[config.mk]
export PLATFORM = sky130hd
export DESIGN_NAME = dpbm_front
export DESIGN_NICKNAME = d
export VERILOG_FILES = /design/src/sv/dpbm_pkg.sv /design/src/sv/dpbm_front.sv
export SDC_FILE = /design/constraint.sdc
export NUM_CORES = 1
export LEC_CHECK = 0
export BUFFER_PORTS_ARGS = -buffer_cell sky130_fd_sc_hd__buf_2
export CORE_UTILIZATION = 29
export DETAILED_ROUTE_END_ITERATION = 6
export GPL_ROUTABILITY_DRIVEN = 0
export MAX_ROUTING_LAYER = met4
export PLACE_DENSITY_LB_ADDON = 0.05
export SETUP_SLACK_MARGIN = 0.02
export SYNTH_ARGS = -nofsm -noshare
export SYNTH_HDL_FRONTEND = slang
export SYNTH_SLANG_ARGS = --single-unit
export TNS_END_PERCENT = 30
[constraint.sdc]
create_clock -name clk -period 12.8 [get_ports clk]
set_clock_uncertainty 0.2 [all_clocks]
set_input_delay 1.28 -clock clk [delete_from_list [all_inputs] [get_ports clk]]
set_output_delay 1.28 -clock clk [all_outputs]
set_load 0.05 [all_outputs]
[src/sv/dpbm_pkg.sv]
package dpbm_pkg;

  localparam int SAMPLE_W   = 8;
  localparam int COL_W      = 10;
  localparam int ROW_W      = 12;
  localparam int IMG_W_W    = 11;
  localparam int IMG_H_W    = 13;
  localparam int CH_CNT_W   = 5;
  localparam int THR_W      = 8;
  localparam int CFG_DATA_W = 13;
  localparam int CFG_IDX_W  = 2;

  localparam int RST_WIDTH     = 640;
  localparam int RST_HEIGHT    = 480;
  localparam int RST_CHANNELS  = 3;
  localparam int RST_THRESHOLD = 20;

  localparam int EVT_DEPTH = 2;
  localparam int RES_DEPTH = 2;

  typedef enum logic [CFG_IDX_W-1:0] {
    REG_IMAGE_WIDTH    = 2'd0,
    REG_IMAGE_HEIGHT   = 2'd1,
    REG_CHANNEL_COUNT  = 2'd2,
    REG_DARK_THRESHOLD = 2'd3
  } cfg_reg_t;

  // Classification of one completed pixel, passed from the front to the back.
  typedef struct packed {
    logic dark;
    logic emit_up;
    logic last_row;
    logic last_col;
  } evt_flags_t;

  // Results still owed for the pixel event in the back end.
  typedef struct packed {
    logic up;
    logic left;
    logic self;
  } pend_t;

  typedef struct packed {
    logic [COL_W-1:0] col;
    logic [ROW_W-1:0] row;
    logic             dark;
    logic             boundary;
    logic             last_in_run;
  } result_t;

endpackage

[src/sv/dpbm_front.sv]
module dpbm_front #(
  parameter int MAX_WIDTH    = 1024,
  parameter int MAX_HEIGHT   = 4096,
  parameter int MAX_CHANNELS = 16
) (
  input  logic                                clk,
  input  logic                                rst,
  input  logic                                push,
  input  logic [dpbm_pkg::SAMPLE_W-1:0]       sample,
  input  logic                                cfg_we,
  input  logic [dpbm_pkg::CFG_IDX_W-1:0]      cfg_addr,
  input  logic [dpbm_pkg::CFG_DATA_W-1:0]     cfg_wdata,
  input  logic                                evt_full,
  output logic                                evt_push,
  output logic [((MAX_WIDTH > 1) ? $clog2(MAX_WIDTH) : 1)-1:0]   evt_col,
  output logic [((MAX_HEIGHT > 1) ? $clog2(MAX_HEIGHT) : 1)-1:0] evt_row,
  output dpbm_pkg::evt_flags_t                evt_flags
);

  localparam int CW  = (MAX_WIDTH > 1) ? $clog2(MAX_WIDTH) : 1;
  localparam int RW  = (MAX_HEIGHT > 1) ? $clog2(MAX_HEIGHT) : 1;
  localparam int CHW = (MAX_CHANNELS > 1) ? $clog2(MAX_CHANNELS) : 1;

  function automatic int clamp_lim(int v, int hi);
    int res;
    res = v;
    if (v < 1) begin
      res = 1;
    end else if (v > hi) begin
      res = hi;
    end
    return res;
  endfunction

  logic [CHW-1:0]                ch_idx;
  logic                          bright;
  logic [CW-1:0]                 col_cnt;
  logic [RW-1:0]                 row_cnt;
  logic [CW:0]                   w_lim;
  logic [RW:0]                   h_lim;
  logic [CHW:0]                  ch_lim;
  logic [dpbm_pkg::THR_W-1:0]    thr;

  logic          acc;
  logic          bright_now;
  logic [CHW:0]  ch_inc;
  logic          ch_last;
  logic [CW-1:0] c_sat;
  logic [RW-1:0] r_sat;
  logic          col_last;
  logic          row_last;

  assign acc        = push && !evt_full;
  assign bright_now = bright || (sample > thr);
  assign ch_inc     = {1'b0, ch_idx} + (CHW+1)'(1);
  assign ch_last    = !(ch_inc < ch_lim);

  // Counters left past a shrunk frame saturate at the last column or row.
  assign c_sat    = ({1'b0, col_cnt} < w_lim) ? col_cnt : CW'(w_lim - (CW+1)'(1));
  assign r_sat    = ({1'b0, row_cnt} < h_lim) ? row_cnt : RW'(h_lim - (RW+1)'(1));
  assign col_last = !(({1'b0, c_sat} + (CW+1)'(1)) < w_lim);
  assign row_last = !(({1'b0, r_sat} + (RW+1)'(1)) < h_lim);

  assign evt_push           = acc && ch_last;
  assign evt_col            = c_sat;
  assign evt_row            = r_sat;
  assign evt_flags.dark     = !bright_now;
  assign evt_flags.emit_up  = (r_sat != '0);
  assign evt_flags.last_row = row_last;
  assign evt_flags.last_col = col_last;

  always_ff @(posedge clk) begin
    if (rst) begin
      ch_idx  <= '0;
      bright  <= 1'b0;
      col_cnt <= '0;
      row_cnt <= '0;
      w_lim   <= (CW+1)'(clamp_lim(dpbm_pkg::RST_WIDTH, MAX_WIDTH));
      h_lim   <= (RW+1)'(clamp_lim(dpbm_pkg::RST_HEIGHT, MAX_HEIGHT));
      ch_lim  <= (CHW+1)'(clamp_lim(dpbm_pkg::RST_CHANNELS, MAX_CHANNELS));
      thr     <= dpbm_pkg::THR_W'(dpbm_pkg::RST_THRESHOLD);
    end else begin
      if (cfg_we) begin
        unique case (dpbm_pkg::cfg_reg_t'(cfg_addr))
          dpbm_pkg::REG_IMAGE_WIDTH:
            w_lim <= (CW+1)'(clamp_lim(int'(cfg_wdata[dpbm_pkg::IMG_W_W-1:0]), MAX_WIDTH));
          dpbm_pkg::REG_IMAGE_HEIGHT:
            h_lim <= (RW+1)'(clamp_lim(int'(cfg_wdata[dpbm_pkg::IMG_H_W-1:0]), MAX_HEIGHT));
          dpbm_pkg::REG_CHANNEL_COUNT:
            ch_lim <= (CHW+1)'(clamp_lim(int'(cfg_wdata[dpbm_pkg::CH_CNT_W-1:0]),
                                          MAX_CHANNELS));
          dpbm_pkg::REG_DARK_THRESHOLD:
            thr <= cfg_wdata[dpbm_pkg::THR_W-1:0];
        endcase
      end
      if (acc) begin
        if (ch_last) begin
          ch_idx <= '0;
          bright <= 1'b0;
          if (col_last) begin
            col_cnt <= '0;
            row_cnt <= row_last ? '0 : r_sat + RW'(1);
          end else begin
            col_cnt <= c_sat + CW'(1);
            row_cnt <= r_sat;
          end
        end else begin
          ch_idx <= CHW'(ch_inc);
          bright <= bright_now;
        end
      end
    end
  end

endmodule

**Word level (Yosys, flattened, before mapping)**

Cells that the tools add are included.

- Multipliers: 0
- Reductions and logical operators: 15
- Muxes and demuxes: 13
- $lt $le $gt $ge: 12
- Bitwise gates (word level): 1
- Div/mod/pow operators: 0
- Eq/ne operators: 3
- Add/sub/neg operators: 7
- Shift operators: 0

Operators with widths:

| kind | number |
|---|---|
| 2-to-1 mux 12 bit | 3 |
| 2-to-1 mux 13 bit | 2 |
| 2-to-1 mux 11 bit | 2 |
| 2-to-1 mux 10 bit | 2 |
| adder 12 x 1 -> 13 bit (second input constant) | 1 |
| > comparator 13 bit (second input constant) | 1 |
| less-than comparator 12 x 13 -> 1 bit | 1 |
| less-than comparator 13 x 1 -> 1 bit (second input constant) | 1 |
| less-than comparator 13 bit | 1 |
| adder 12 x 1 -> 12 bit (second input constant) | 1 |
| nonzero test 12 bit | 1 |
| subtractor 12 x 1 -> 12 bit (second input constant) | 1 |
| adder 10 x 1 -> 11 bit (second input constant) | 1 |
| > comparator 11 bit (second input constant) | 1 |
| less-than comparator 10 x 11 -> 1 bit | 1 |
| less-than comparator 11 x 1 -> 1 bit (second input constant) | 1 |
| less-than comparator 11 bit | 1 |
| adder 10 x 1 -> 10 bit (second input constant) | 1 |
| 2-to-1 mux 5 bit | 2 |
| AND reduction 2 bit | 5 |
| subtractor 10 x 1 -> 10 bit (second input constant) | 1 |
| > comparator 8 bit | 1 |
| adder 4 x 1 -> 5 bit (second input constant) | 1 |
| > comparator 5 bit (second input constant) | 1 |
| 11 further kinds | 17 |

- Bits in latches: 0
- ROM bits: 0
- Memory bits (writable): 0
- Bits in registers: 64
- Output and inout bits: 27
- Memories kept: 0

**Longest topological paths before layout**

- Word-level depth: 6
- Depth in mapped cells: 27
- Gate-level depth less buffers: 23

**Least setup slack after synthesis**

OpenSTA, ideal clock, no wires.

- Path kind: register to output
- Start point: register w_lim[2]
- End point: output port evt_flags[0] (netlist name)
- Arrival time: 5.335 ns
- Slack: 5.985 ns
- Cell stages (with the launch flop): 22
- Buffers on the path: 4
- Path through: dfxtp_1 > clkbuf_1 > inv_1 > ha_1 > a21oi_1 > o21ai_1 > a311o_1 > a21oi_4 > buf_2 > mux2i_1 > ha_1 > nand2_1 > o31ai_1 > xor2_1 > ha_1 > a21o_1 > a21o_1 > a21oi_1 > o21a_1 > nand3_1 > clkbuf_1 > buf_4

- Word-level cells in the longest chain between the ends: 5
- Elaborated cells on any way between the ends: 6

RTL lines:

| element | RTL line | text |
|---|---|---|
| start, declared | dpbm_front.sv:39 | `logic [CW:0] w_lim;` |
| start signal, assigned | dpbm_front.sv:78 | `w_lim <= (CW+1)'(clamp_lim(dpbm_pkg::RST_WIDTH, MAX_WIDTH));` |
| start signal, assigned | dpbm_front.sv:86 | `w_lim <= (CW+1)'(clamp_lim(int'(cfg_wdata[dpbm_pkg::IMG_W_W-1:0]), MAX_WIDTH));` |
| less-than comparator 10 x 11 -> 1 bit | dpbm_front.sv:59 | `assign c_sat = ({1'b0, col_cnt} < w_lim) ? col_cnt : CW'(w_lim - (CW+1)'(1));` |
| 2-to-1 mux 10 bit | dpbm_front.sv:59 |  |
| net evt_col (one bit) | dpbm_front.sv:15 | `output logic [((MAX_WIDTH > 1) ? $clog2(MAX_WIDTH) : 1)-1:0] evt_col,` |
| adder 10 x 1 -> 11 bit | dpbm_front.sv:61 | `assign col_last = !(({1'b0, c_sat} + (CW+1)'(1)) < w_lim);` |
| less-than comparator 11 bit | dpbm_front.sv:61 |  |
| zero test 1 bit | dpbm_front.sv:61 |  |
| end, declared | dpbm_front.sv:17 | `output dpbm_pkg::evt_flags_t evt_flags` |

The timed path passes the listed nets, and every way through them passes these cells.

==> reports/qor.txt <==
Outcome -> complete, no violations
Vias in the first global route -> 4902
Net switching power -> 0.213 mW
Max Root-Sink Buffers -> 2
Layout cells sized above 1 -> 13.5%
CP Capture Type -> primary output
Critical Path AT -> 5830 ps
Fraction of registers with async set/reset -> 0%
Antenna violations before repair -> 0
DR vias/cell -> 5.29
Htree depth -> 3
First drt pass iteration count -> 5
Post-synth EDFFs -> 0
Fillers -> 1958
Root buffer cell -> clkbuf_16
Die H -> 137 um
Mean Syn Cell Area -> 7.92 um^2
Drt wl/cell -> 17.6 um
Post-Syn Instances -> 670
Final Hold Viols -> 0
Startpoint Class -> flip-flop
Utilization after layout -> 33.6%
Switching Share -> 34.1%
Commonest non-fill, non-tap cells in the layout -> 64 x dfxtp_1, 62 x nor2_1, 59 x ha_1
Min-delay worst type -> flip-flop to flip-flop
Comb pwr share -> 25.3%
Yosys warns -> 0
Cell variety after synth -> 72
Cts repair resizes -> 0
Routed Wire Length -> 16500 um
Clock latency at the later pin of the worst-skew pair -> 340 ps
Sequential Power Share -> 34.0%
Max VDD drop -> 0.0626 mV
Leak -> 2.61 nW
Overall Power -> 0.625 mW
Clock share of power -> 40.7%
Residual DRC -> 0
Synth Net Count -> 757
Flops & latches, synth -> 64
Final setup violation count -> 0
Die area -> 18800 um^2
Pint -> 0.412 mW
Mapped Area -> 5310 um^2
CTS Hold Bufs -> 0
Area contributors post-synth -> dfxtp_1 24%, ha_1 14%, xnor2_1 5.6%
Leading cell type in the layout, fill and taps excluded -> dfxtp_1
Main synth FF type -> dfxtp_1
Final worst-path cycle share -> 57.1%
Setup TNS -> 0 ps
RSZ-0062 raised after global routing -> no
GRT Total Usage -> 19.2%
Row count -> 49
Clock sink count -> 64
IO Pins -> 55
Max Slew Vio Count -> 0
Max_cap viols -> 0
Leading area contributor after synthesis -> dfxtp_1
WP data required -> 11320 ps
Initial Util -> 29.5%
Most used cell, CP -> ha_1
CP cell instances -> inv_1 -> ha_1 -> and3_1 -> a22o_1 -> a311o_1 -> a21oi_4 -> mux2i_1 -> ha_1 -> nand2_1 -> o31ai_1 -> xor2_1 -> ha_1 -> a21o_1 -> a21o_1 -> a21oi_1 -> o21a_1 -> nand3_1 -> buf_2
Largest net degree at the start of global routing -> 57
Fmax achieved -> 137 MHz
Post-CTS setup buffers -> 0
TritonCTS Buffers -> 9
DR vias -> 4965
Gr ovfl total -> 0
Pwr Density -> 104 nW/um^2
Yosys top cell area share -> 24.1%
Die W -> 137 um
HPWL Detailed -> 12700 um
First-pass GRT wire length -> 26600 um
CTS tree -> built
CP Max Fanout -> 28
Nets -> 793
Crit path kind -> flip-flop to primary output
Clock slew at reported path FFs -> 60 ps
Antenna-violating nets left -> 0
Initial DRC Count -> 219
Actual slew at the worst max-slew pin -> 959 ps
Sequential area share after synthesis -> 24.1%
Number of diodes -> 0
CP max stage delay -> 640 ps
Relative slew slack -> 35.9%
Core ar. -> 18000 um^2
Tmin final -> 7310 ps
Slowest CP cell -> a21oi_4
Area grow syn2layout -> 13.8%
Number of buffers added on ports -> 54
==> power groups by stage <==
stage,sequential (mW),combinational [mW],clock [mW]
2_1_floorplan,0.214,0.118,0
3_3_place_gp,0.217,0.159,0
3_5_place_dp,0.217,0.159,0
4_1_cts,0.212,0.160,0.262
5_1_grt,0.214,0.174,0.272
6_report,0.212,0.158,0.255
==> per-layer routing <==
metal / vias to the layer above / track usage [%] / wire [um]
met3: 14 / 3.90 / 492
li1: 2479 / - / -
met1: 2398 / 22.9 / 7670
met5: - / - / 0
met2: 74 / 32.5 / 8100
met4: 0 / 5.37 / 251
==> cells by family after synthesis <==
logic type                 Yosys count  synth area share (%)
AOI/OAI and AO/OA                  155                  19.9
xor gates and xnor gates            42                  6.93
adders and majority gates           60                  14.1
buffers and inverters               88                  6.65
DFF                                 64                  24.1
muxes                               28                  5.54
and+or+nand+nor                    233                  22.7
==> critical path: cells and delay by family, from the launching register on <==
| family | cells | cell delay [ps] |
|---|---|---|
| DFF | 1 | 430 |
| AOI/OAI and AO/OA | 8 | 2150 |
| xor gates and xnor gates | 1 | 220 |
| adders and majority gates | 3 | 890 |
| and+or+nand+nor | 3 | 810 |
| muxes | 1 | 410 |
| buffers and inverters | 2 | 570 |
==> layout make-up <==
type	instances	area, um^2	share of cell area, %
multi-input combinational	518	3670	60.8
sequential	64	1280	21.2
timing repair buffer	57	293	4.85
tap	229	287	4.74
clock buffer	10	239	3.96
inverter	56	210	3.48
clock inverter	5	57.6	0.953
==> stage by stage <==
step	setup WS, ps	hold WS [ps]	area, um^2	cells
after global placement	6060	248	5740	924
final	5490	254	6040	939
after detailed placement	5870	252	5740	924
after CTS	5490	260	6040	939
after floorplan	5980	233	5310	670
after global routing	5010	284	6040	939
==> final timing paths <==
| check | from | endpoint | slack [ps] | depth (start not counted) |
|---|---|---|---|---|
| worst max-delay path | w_lim[6] | evt_flags[0] | 5490 | 18 |
| worst min-delay path | thr[7] | thr[7] | 250 | 2 |
| worst min register to register | thr[7] | thr[7] | 250 | 2 |
| worst max register to register | w_lim[6] | row_cnt[2] | 6240 | 19 |
==> synth_stat cells, drive strengths merged (8+ instances only) <==
cell type / number
nor4: 8
nor2: 63
nand4: 12
ha: 59
nor3b: 13
dfxtp: 64
mux2i: 23
clkbuf: 20
nand2: 48
buf: 12
o21ai: 23
inv: 56
xor2: 8
xnor2: 34
a22oi: 10
a22o: 12
a21oi: 51
nand3: 22
nor3: 22
==> sequential cells by signal, indices dropped and copies added, names as in the netlist <==
signal	cells
bright	1
ch_idx	4
thr	8
h_lim	13
ch_lim	5
w_lim	11
col_cnt	10
row_cnt	12
(Power assumes the default switching activity.)
