**config.mk**
```make
export PLATFORM = sky130hd
export DESIGN_NAME = dpbm_fifo
export DESIGN_NICKNAME = d
export VERILOG_FILES = /design/src/sv/dpbm_fifo.sv
export SDC_FILE = /design/constraint.sdc
export NUM_CORES = 1
export LEC_CHECK = 0
export BUFFER_PORTS_ARGS = -buffer_cell sky130_fd_sc_hd__buf_2
export CAP_MARGIN = 0
export CORE_ASPECT_RATIO = 0.7
export CORE_MARGIN = 2
export CORE_UTILIZATION = 31
export CTS_BUF_LIST = sky130_fd_sc_hd__clkbuf_8
export CTS_CLUSTER_DIAMETER = 30
export DETAILED_ROUTE_END_ITERATION = 16
export GPL_ROUTABILITY_DRIVEN = 0
export RECOVER_POWER = 25
export SLEW_MARGIN = 5
export SYNTH_ARGS = -nofsm -noshare
export SYNTH_HDL_FRONTEND = slang
export SYNTH_SLANG_ARGS = --single-unit
```
**constraint.sdc**
```tcl
create_clock -name clk -period 3 [get_ports clk]
set_clock_uncertainty 0.15 [all_clocks]
set_input_delay 0.15 -clock clk [delete_from_list [all_inputs] [get_ports clk]]
set_output_delay 0.15 -clock clk [all_outputs]
set_load 0.02 [all_outputs]
```
**src/sv/dpbm_fifo.sv**
```systemverilog
module dpbm_fifo #(
  parameter int W     = 8,
  parameter int DEPTH = 2
) (
  input  logic         clk,
  input  logic         rst,
  input  logic         wr,
  input  logic [W-1:0] wdata,
  output logic         full,
  input  logic         rd,
  output logic [W-1:0] rdata,
  output logic         empty
);

  localparam int AW = (DEPTH > 1) ? $clog2(DEPTH) : 1;

  logic [W-1:0]  slots [DEPTH];
  logic [AW-1:0] wptr;
  logic [AW-1:0] rptr;
  logic [AW:0]   count;
  logic          do_wr;
  logic          do_rd;

  assign full  = (count == (AW+1)'(DEPTH));
  assign empty = (count == '0);
  assign do_wr = wr && !full;
  assign do_rd = rd && !empty;
  assign rdata = slots[rptr];

  always_ff @(posedge clk) begin
    if (rst) begin
      wptr  <= '0;
      rptr  <= '0;
      count <= '0;
    end else begin
      if (do_wr) begin
        wptr <= (wptr == AW'(DEPTH - 1)) ? '0 : wptr + AW'(1);
      end
      if (do_rd) begin
        rptr <= (rptr == AW'(DEPTH - 1)) ? '0 : rptr + AW'(1);
      end
      unique case ({do_wr, do_rd})
        2'b10:   count <= count + (AW+1)'(1);
        2'b01:   count <= count - (AW+1)'(1);
        default: count <= count;
      endcase
    end
  end

  always_ff @(posedge clk) begin
    if (do_wr) begin
      slots[wptr] <= wdata;
    end
  end

endmodule

```
Yosys cells after proc, flatten, opt, wreduce, memory -nomap -nowiden --
Memories as Yosys holds them, arrays and structs flattened. A register that Yosys moved wholly into a read port is not among the register bits. Cells that the tools add are included.
Storage, ports and cells: register bits after elaboration 4, bits in writable memories 16, output and inout port bits 10, logic and storage cells 24, memories kept 1
Cells by class: add/sub/neg operators 4, equal/unequal tests 3, muxes and demuxes 7, reductions and logical operators 6
Memory list:
- slots | words 2, bits a word 8, read ports 1, clocked after Yosys merged registers in 1, write ports 1, line 17 | logic [W-1:0] slots [DEPTH];
Operators by type and width (count):
- $mux W1 | 6
- $eq A2 B2 Y1 const B | 2
- $pmux W2 S2 | 1
- $add A1 B1 Y1 const B | 2
- $add A2 B1 Y2 const B | 1
- $eq A2 B1 Y1 const B | 1
- $logic_and A1 B1 Y1 | 2
- $logic_not A1 Y1 | 2
- $logic_not A2 Y1 | 1
- $reduce_bool A2 Y1 | 1
- $sub A2 B1 Y2 const B | 1

Depth between registers and ports, before layout --
Gate-level depths: netlist of the first run.
word-level depth 5, gate-level depth with buffers 6

Least setup slack after synthesis of the first run --
No wires, ideal clock.
path type register to register, from reg count[0], to mem slots[0][0] (enable), library setup time 0.324 ns, data arrival time 1.120 ns, required time 2.526 ns, setup slack 1.406 ns, stages on the path, launching flop included 5, clock period less this slack 1.594 ns, cell sequence dfxtp_1 > nand2b_2 > inv_2 > or3_1 > inv_1
On the way: longest elaborated chain between the ends 5
Ends and longest elaborated chain:
- from (decl) | line 20 | logic [AW:0] count;
- from (signal assigned) | line 43 | 2'b10: count <= count + (AW+1)'(1);
- from (signal assigned) | line 44 | 2'b01: count <= count - (AW+1)'(1);
- from (signal assigned) | line 45 | default: count <= count;
- $eq A2 B2 Y1 | line 24 | assign full = (count == (AW+1)'(DEPTH));
- via full | line 9 | output logic full,
- $logic_not A1 Y1 | line 26 | assign do_wr = wr && !full;
- $logic_and A1 B1 Y1 | line 26
- $mux W1 | line 51 | if (do_wr) begin
- $mux W1 (implied by the code) | line 52 | slots[wptr] <= wdata;
- to (decl) | line 17
The timed path passes the listed nets, and every way through them passes these cells.

Final worst setup path of the first run --
from reg count[0], to mem slots[0][4] (enable)
On the way: longest elaborated chain between the ends 5
Ends and longest elaborated chain (line):
- $eq A2 B2 Y1 | 24
- $logic_not A1 Y1 | 26
- $logic_and A1 B1 Y1 | 26
- $mux W1 | 51
- $mux W1 (implied by the code) | 52
Every way passes these cells.

==> results of run 1 <==
worst register-to-register path, delay by kind of cell (launching register included):
kind                   cells  cell delay, ps
DFF                        1             430
and+or+nand+nor            2             500
buffers and inverters      2             320
Yosys cell counts, types with 2 or more instances:
master	number	area (um2)
a21oi_1	2	10.0
dfxtp_1	5	100
edfxtp_1	16	480
inv_1	2	7.51
mux2_2	8	90.1
nor2_1	4	15.0
o21ai_0	2	10.0
or3_1	2	12.5
xnor2_1	2	17.5
cells by family after synthesis:
kind of cell             count (synthesis)  share of synthesized area [%]
multiplexers                             8                           11.3
adder cells (fa/ha/maj)                  1                           1.57
AND/OR/NAND/NOR                          9                           5.80
flip-flops                              21                           72.7
buffers and inverters                    4                           1.88
XOR/XNOR                                 3                           3.29
AO/OA/AOI/OAI                            5                           3.45
power breakdown:
| group | internal (mW) | switching (mW) |
|---|---|---|
| Sequential | 0.375 | 0.0432 |
| Clock | 0.0908 | 0.0821 |
| Combinational | 0.136 | 0.162 |
metrics by stage:
stage	utilization (%)	total power [mW]
floorplan	-	0.630
global placement	38.3	0.712
finish	43.7	0.888
CTS	43.8	0.901
global route	43.7	0.940
detailed placement	38.3	0.716
state kept, by name (all words and copies together), names as in the netlist, named ones only:
signal / flops
slots: 16
wptr: 1
rptr: 1
count: 2
worst max-delay path by stage:
stage	slack (ps)	end	start	depth (start not counted)
after floorplan	1410	slots[0][0]$_DFFE_PP_	count[0]$_SDFFE_PP0P_	4
after global placement	1350	slots[0][0]$_DFFE_PP_	count[0]$_SDFFE_PP0P_	4
after detailed placement	1260	slots[0][1]$_DFFE_PP_	count[0]$_SDFFE_PP0P_	4
after CTS	1240	slots[0][4]$_DFFE_PP_	count[0]$_SDFFE_PP0P_	4
after global routing	1150	slots[0][4]$_DFFE_PP_	count[0]$_SDFFE_PP0P_	4
final	1270	slots[0][4]$_DFFE_PP_	count[0]$_SDFFE_PP0P_	4
layout by cell type (no fill, tap or decap), types with 2 or more instances in the layout:
cell	Yosys	routed
a21oi_1	2	2
clkbuf_1	1	2
dfxtp_1	5	5
clkbuf_8	0	3
xnor2_1	2	2
o21ai_0	2	2
dlygate4sd3_1	0	9
or3_1	2	2
inv_1	2	3
buf_2	0	19
mux2_2	8	8
edfxtp_1	16	16
nor2_1	4	4
per-layer routing:
metal	GRT usage (%)	vias to the layer above
li1	-	248
met3	5.38	0
met5	0	-
met1	12.9	205
met2	14.6	16
met4	0	0
final cells by class:
type | instances | area (um2) | share of cell area, %
sequential | 21 | 581 | 54.0
multi-input combinational | 26 | 203 | 18.9
timing repair buffer | 30 | 193 | 17.9
tap | 34 | 42.5 | 3.96
clock buffer | 3 | 41.3 | 3.84
inverter | 3 | 11.3 | 1.05
clock inverter | 1 | 3.75 | 0.349
timing repair:
item                       in CTS  in global routing
setup endpoints to repair       0                  0
hold endpoints to repair       21                  0
hold buffers                    9                  0
==> results by group, run 1 <==
Detailed routing
  – Post-detailed-route count of antenna-violating nets: 0
  – Post-route DRC: 0
  – Avg WL per Cell: 11.0 um
  – Iter 0 DRT Violations: 6
  – Highest routing layer actually used: met3
  – First-pass DRT Iterations: 2
  – Routed length on met3: 94 um
  – DRT met1 WL: 667 um
  – Vias per cell: 3.97
  – Met2 WL: 540 um
  – DRT Wirelength: 1.30 mm
  – Routed via count: 469

Placement
  – DP Area: 942 um2
  – Place WS: 1260 ps
  – DP Cell Count: 105
  – Hpwl dp: 908 um
  – I/O Buffers: 21

Synthesis
  – Number of synthesized register bits: 21
  – EDFF count, synth: 16
  – Sequential fraction of the synthesis area: 72.7%
  – Async set-reset flop share out of synthesis: 0%
  – Synthesized net count: 64
  – Average cell area after synthesis: 15.7 um2
  – Synth warn: 0
  – Synth Instances: 51
  – Most used flip-flop cell after synthesis: edfxtp_1
  – Unique masters post-synth: 17
  – Netlist Area Pre-Place: 798 um2

Worst hold path
  – Hold path start: wr
  – Hold Path Sink: wptr$_SDFFE_PP0N_
  – Worst hold path type: in2reg
  – Hold path cells: 4

Timing
  – Hold Fails Final Rpt: 0
  – Fin. max-slew vios: 0
  – Setup Viol. Count Final: 0
  – Rel. slew slack: 73.2%
  – Final period utilization: 57.7%
  – Fmax: 0.577 GHz
  – Hold Slack: 145 ps
  – Fin Setup TNS: 0 ps
  – Fin crit period: 1730 ps
  – RSZ-0062 raised after global routing: false
  – Worst-Margin Slew: 402 ps
  – Fin worst setup slack: 1270 ps

Worst setup path
  – CP required: 2770 ps
  – CP delay by family, top: simple AND/OR/NAND/NOR gates
  – CP cell instances: nand2b_2, inv_2, or3_1, inv_1
  – R2R Setup Slk: 1270 ps
  – Critical R2R Launch: count[0]$_SDFFE_PP0P_
  – Slowest CP cell: dfxtp_1
  – Reg2Reg Depth: 4
  – Setup crit end kind: flip-flop
  – Crit Path Class: reg2reg
  – Critical path peak fanout: 8
  – Startpoint types: flip-flop
  – Crit path buf inv count: 2
  – Max incr delay on CP: 430 ps
  – Worst path arrival time: 1500 ps
  – R2r endpoint: slots[0][4]$_DFFE_PP_

CTS
  – CTS tree: built
  – Sink Count: 21
  – Worst-skew pair later-pin latency: 250 ps
  – Clock root buffer: clkbuf_8
  – CTS max path bufs: 2
  – Num CTS Buffers: 3
  – Post-CTS setup buffers: 0
  – H-Tree Depth: 1
  – Clock Pin Slew Worst Setup and Hold Paths: 70 ps
  – Post-cts resize count: 0

Flow run
  – Max_cap viols: 0

Finish
  – Layout cells sized above 1: 38.1%
  – Layout Cell Area excl Fill: 0.00107 mm2
  – Layout Nets: 98
  – P&R area growth vs syn: 34.6%
  – FILL cells: 235
  – Ant. Diodes: 0
  – Final cell count without fillers: 118

Pwr
  – Pwr dens: 826 mW/mm2
  – Pleak: 0.427 nW
  – Worst VDD drop: 0.429 mV

Floorplanning
  – Rows: 15
  – Die height: 46.5 um
  – Core ar.: 0.00246 mm2
  – DIE AREA: 0.00300 mm2
  – IO Pins: 22
  – Die span in x: 64.7 um
  – Initial Utilization: 32.5%

Global routing
  – Global route overflow: 0
  – Initial antenna violation count: 0
  – All-Layer GR Usage: 9.60%
  – First-pass GRT wire length: 2.02 mm
  – Vias in the first global route: 445
  – Largest net degree at the start of global routing: 12

Run status
  – Status: complete, no violations
Note: power is estimated with default switching activity, not from simulation.
==> run 2: changes to the inputs <==
- clock period: 3 -> 1.7 ns (I/O delays scaled with it)
==> results by group, run 2 (synthesis gave the netlist of run 1 again) <==
Global routing
  – Initial antenna violation count: 0 (unchanged)
  – Vias in the first global route: 523 (was 445)
  – Global route overflow: 0 (unchanged)
  – Largest net degree at the start of global routing: 13 (was 12)
  – First-pass GRT wire length: 2.37 mm (was 2.02 mm)
  – All-Layer GR Usage: 11.2% (was 9.60%)

Worst setup path
  – R2r endpoint: count[1]$_SDFFE_PP0P_ (was slots[0][4]$_DFFE_PP_)
  – Worst path arrival time: 1660 ps (was 1500 ps)
  – Max incr delay on CP: 350 ps (was 430 ps)
  – Reg2Reg Depth: 4 (unchanged)
  – Crit Path Class: reg2reg (unchanged)
  – Critical path peak fanout: 5 (was 8)
  – Setup crit end kind: flip-flop (unchanged)
  – Startpoint types: flip-flop (unchanged)
  – CP cell instances: o21a_1, ha_1, or3_1, a21oi_1 (was nand2b_2, inv_2, or3_1, inv_1)
  – Critical R2R Launch: count[1]$_SDFFE_PP0P_ (was count[0]$_SDFFE_PP0P_)
  – Slowest CP cell: or3_1 (was dfxtp_1)
  – R2R Setup Slk: 80 ps (was 1270 ps)
  – CP required: 1730 ps (was 2770 ps)

Timing
  – Setup Viol. Count Final: 0 (unchanged)
  – RSZ-0062 raised after global routing: false (unchanged)
  – Hold Fails Final Rpt: 0 (unchanged)
  – Hold Slack: 97.5 ps (was 145 ps)
  – Rel. slew slack: 75.6% (was 73.2%)
  – Worst-Margin Slew: 365 ps (was 402 ps)
  – Fin. max-slew vios: 0 (unchanged)
  – Final period utilization: 95.4% (was 57.7%)
  – Fmax: 0.616 GHz (was 0.577 GHz)
  – Fin crit period: 1620 ps (was 1730 ps)

Detailed routing
  – First-pass DRT Iterations: 2 (unchanged)
  – Vias per cell: 4.14 (was 3.97)
  – Post-route DRC: 0 (unchanged)
  – Avg WL per Cell: 11.7 um (was 11.0 um)
  – DRT Wirelength: 1.40 mm (was 1.30 mm)
  – Iter 0 DRT Violations: 7 (was 6)
  – Post-detailed-route count of antenna-violating nets: 0 (unchanged)
  – Routed via count: 497 (was 469)

Floorplanning
  – DIE AREA: 0.00300 mm2 (unchanged)
  – IO Pins: 22 (unchanged)
  – Die span in x: 64.7 um (unchanged)
  – Rows: 15 (unchanged)
  – Core ar.: 0.00246 mm2 (unchanged)
  – Initial Utilization: 32.5% (unchanged)
  – Die height: 46.5 um (unchanged)

Finish
  – Most frequent cells in the layout: buf_2, edfxtp_1, dlygate4sd3_1 (unchanged)
  – Layout Nets: 100 (was 98)
  – P&R area growth vs syn: 36.7% (was 34.6%)
  – Final cell count without fillers: 120 (was 118)
  – Layout cells sized above 1: 41.9% (was 38.1%)
  – Largest regs: slots: 16 flops, count: 2 flops (unchanged)
  – Largest register by flop count: slots (unchanged)
  – Largest register FFs: 16 (unchanged)
  – Ant. Diodes: 0 (unchanged)

Worst hold path
  – Worst hold path type: in2reg (unchanged)
  – Hold path cells: 4 (unchanged)
  – Hold Path Sink: wptr$_SDFFE_PP0N_ (unchanged)
  – Hold path start: wr (unchanged)

Placement
  – Hpwl dp: 1.06 mm (was 908 um)
  – I/O Buffers: 21 (unchanged)
  – DP Cell Count: 107 (was 105)

Run status
  – Status: complete, no violations (unchanged)

CTS
  – Worst-skew pair later-pin latency: 250 ps (about the same)
  – CTS max path bufs: 2 (unchanged)
  – Clock Pin Slew Worst Setup and Hold Paths: 70 ps (about the same)
  – Sink Count: 21 (unchanged)
  – CTS tree: built (unchanged)
  – Clock root buffer: clkbuf_8 (unchanged)
  – H-Tree Depth: 1 (unchanged)
  – Num CTS Buffers: 3 (unchanged)

Pwr
  – Worst VDD drop: 0.695 mV (was 0.429 mV)
  – Pwr dens: 1470 mW/mm2 (was 826 mW/mm2)
  – Pleak: 0.430 nW (was 0.427 nW)

Flow run
  – Max_cap viols: 0 (unchanged)
run 2: changes by cell type in the layout (fill, tap and decap cells not counted):
cell      change
dfxtp_1       -2
inv_1         -2
inv_2         +1
clkbuf_1      +2
dfxtp_2       +2
buf_2         -3
clkinv_2      +1
buf_4         +2
clkbuf_2      +1
run 2: what timing repair did:
action                     4_1_cts  5_1_grt
hold buffers                     9        0
hold endpoints to repair        21        0
gates resized for setup          1        2
buffers inserted                 0        0
setup endpoints to repair        8        1
run 2: critical path, delay by kind of cell, from the launching register on:
family,cells,cell delay [ps]
fa+ha+maj,1,340
compound gates,2,370
flops,1,340
simple gates,1,350
run 2: routing by layer:
metal	wire length, um	track usage, %	vias to the layer above
li1	-	-	252
met1	638	12.7	228
met2	663	19.6	17
met3	98	5.38	0
met4	0	2.55	0
met5	0	0	-
run 2: final cells by class:
class                   instances  area [um2]
clock buffers                   3        41.3
clock inverters                 1        5.00
fillers                       248        1370
inverters                       3        11.3
multi-input cells              26         203
flip-flops and latches         21         583
well taps                      34        42.5
repair buffers                 32         205
run 2: per-stage QoR:
stage	setup TNS [ps]	utilization, %	cell area [um2]	setup WS (ps)	total power [mW]
after CTS	0	44.5	1090	31.6	1.63
after floorplan	0	-	798	106	1.11
after global placement	0	38.9	957	103	1.27
after detailed placement	-145	38.9	957	-18.4	1.29
after global routing	0	44.4	1090	7.95	1.71
final	0	44.4	1090	77.4	1.61
run 2: worst max path at each step:
stage,from,endpoint,slack (ps),depth (start not counted)
2_1_floorplan,count[0]$_SDFFE_PP0P_,slots[0][0]$_DFFE_PP_,110,4
3_3_place_gp,count[1]$_SDFFE_PP0P_,count[1]$_SDFFE_PP0P_,100,4
3_5_place_dp,count[0]$_SDFFE_PP0P_,slots[0][0]$_DFFE_PP_,-20,4
4_1_cts,count[0]$_SDFFE_PP0P_,count[1]$_SDFFE_PP0P_,30,5
5_1_grt,count[1]$_SDFFE_PP0P_,count[1]$_SDFFE_PP0P_,8,4
6_report,count[1]$_SDFFE_PP0P_,count[1]$_SDFFE_PP0P_,80,4
run 2: report_power, final:
group          total (mW)  switching, mW  internal, mW
Combinational       0.555          0.296         0.258
Clock               0.313          0.150         0.163
Sequential          0.740         0.0740         0.666
Total                1.61          0.520          1.09
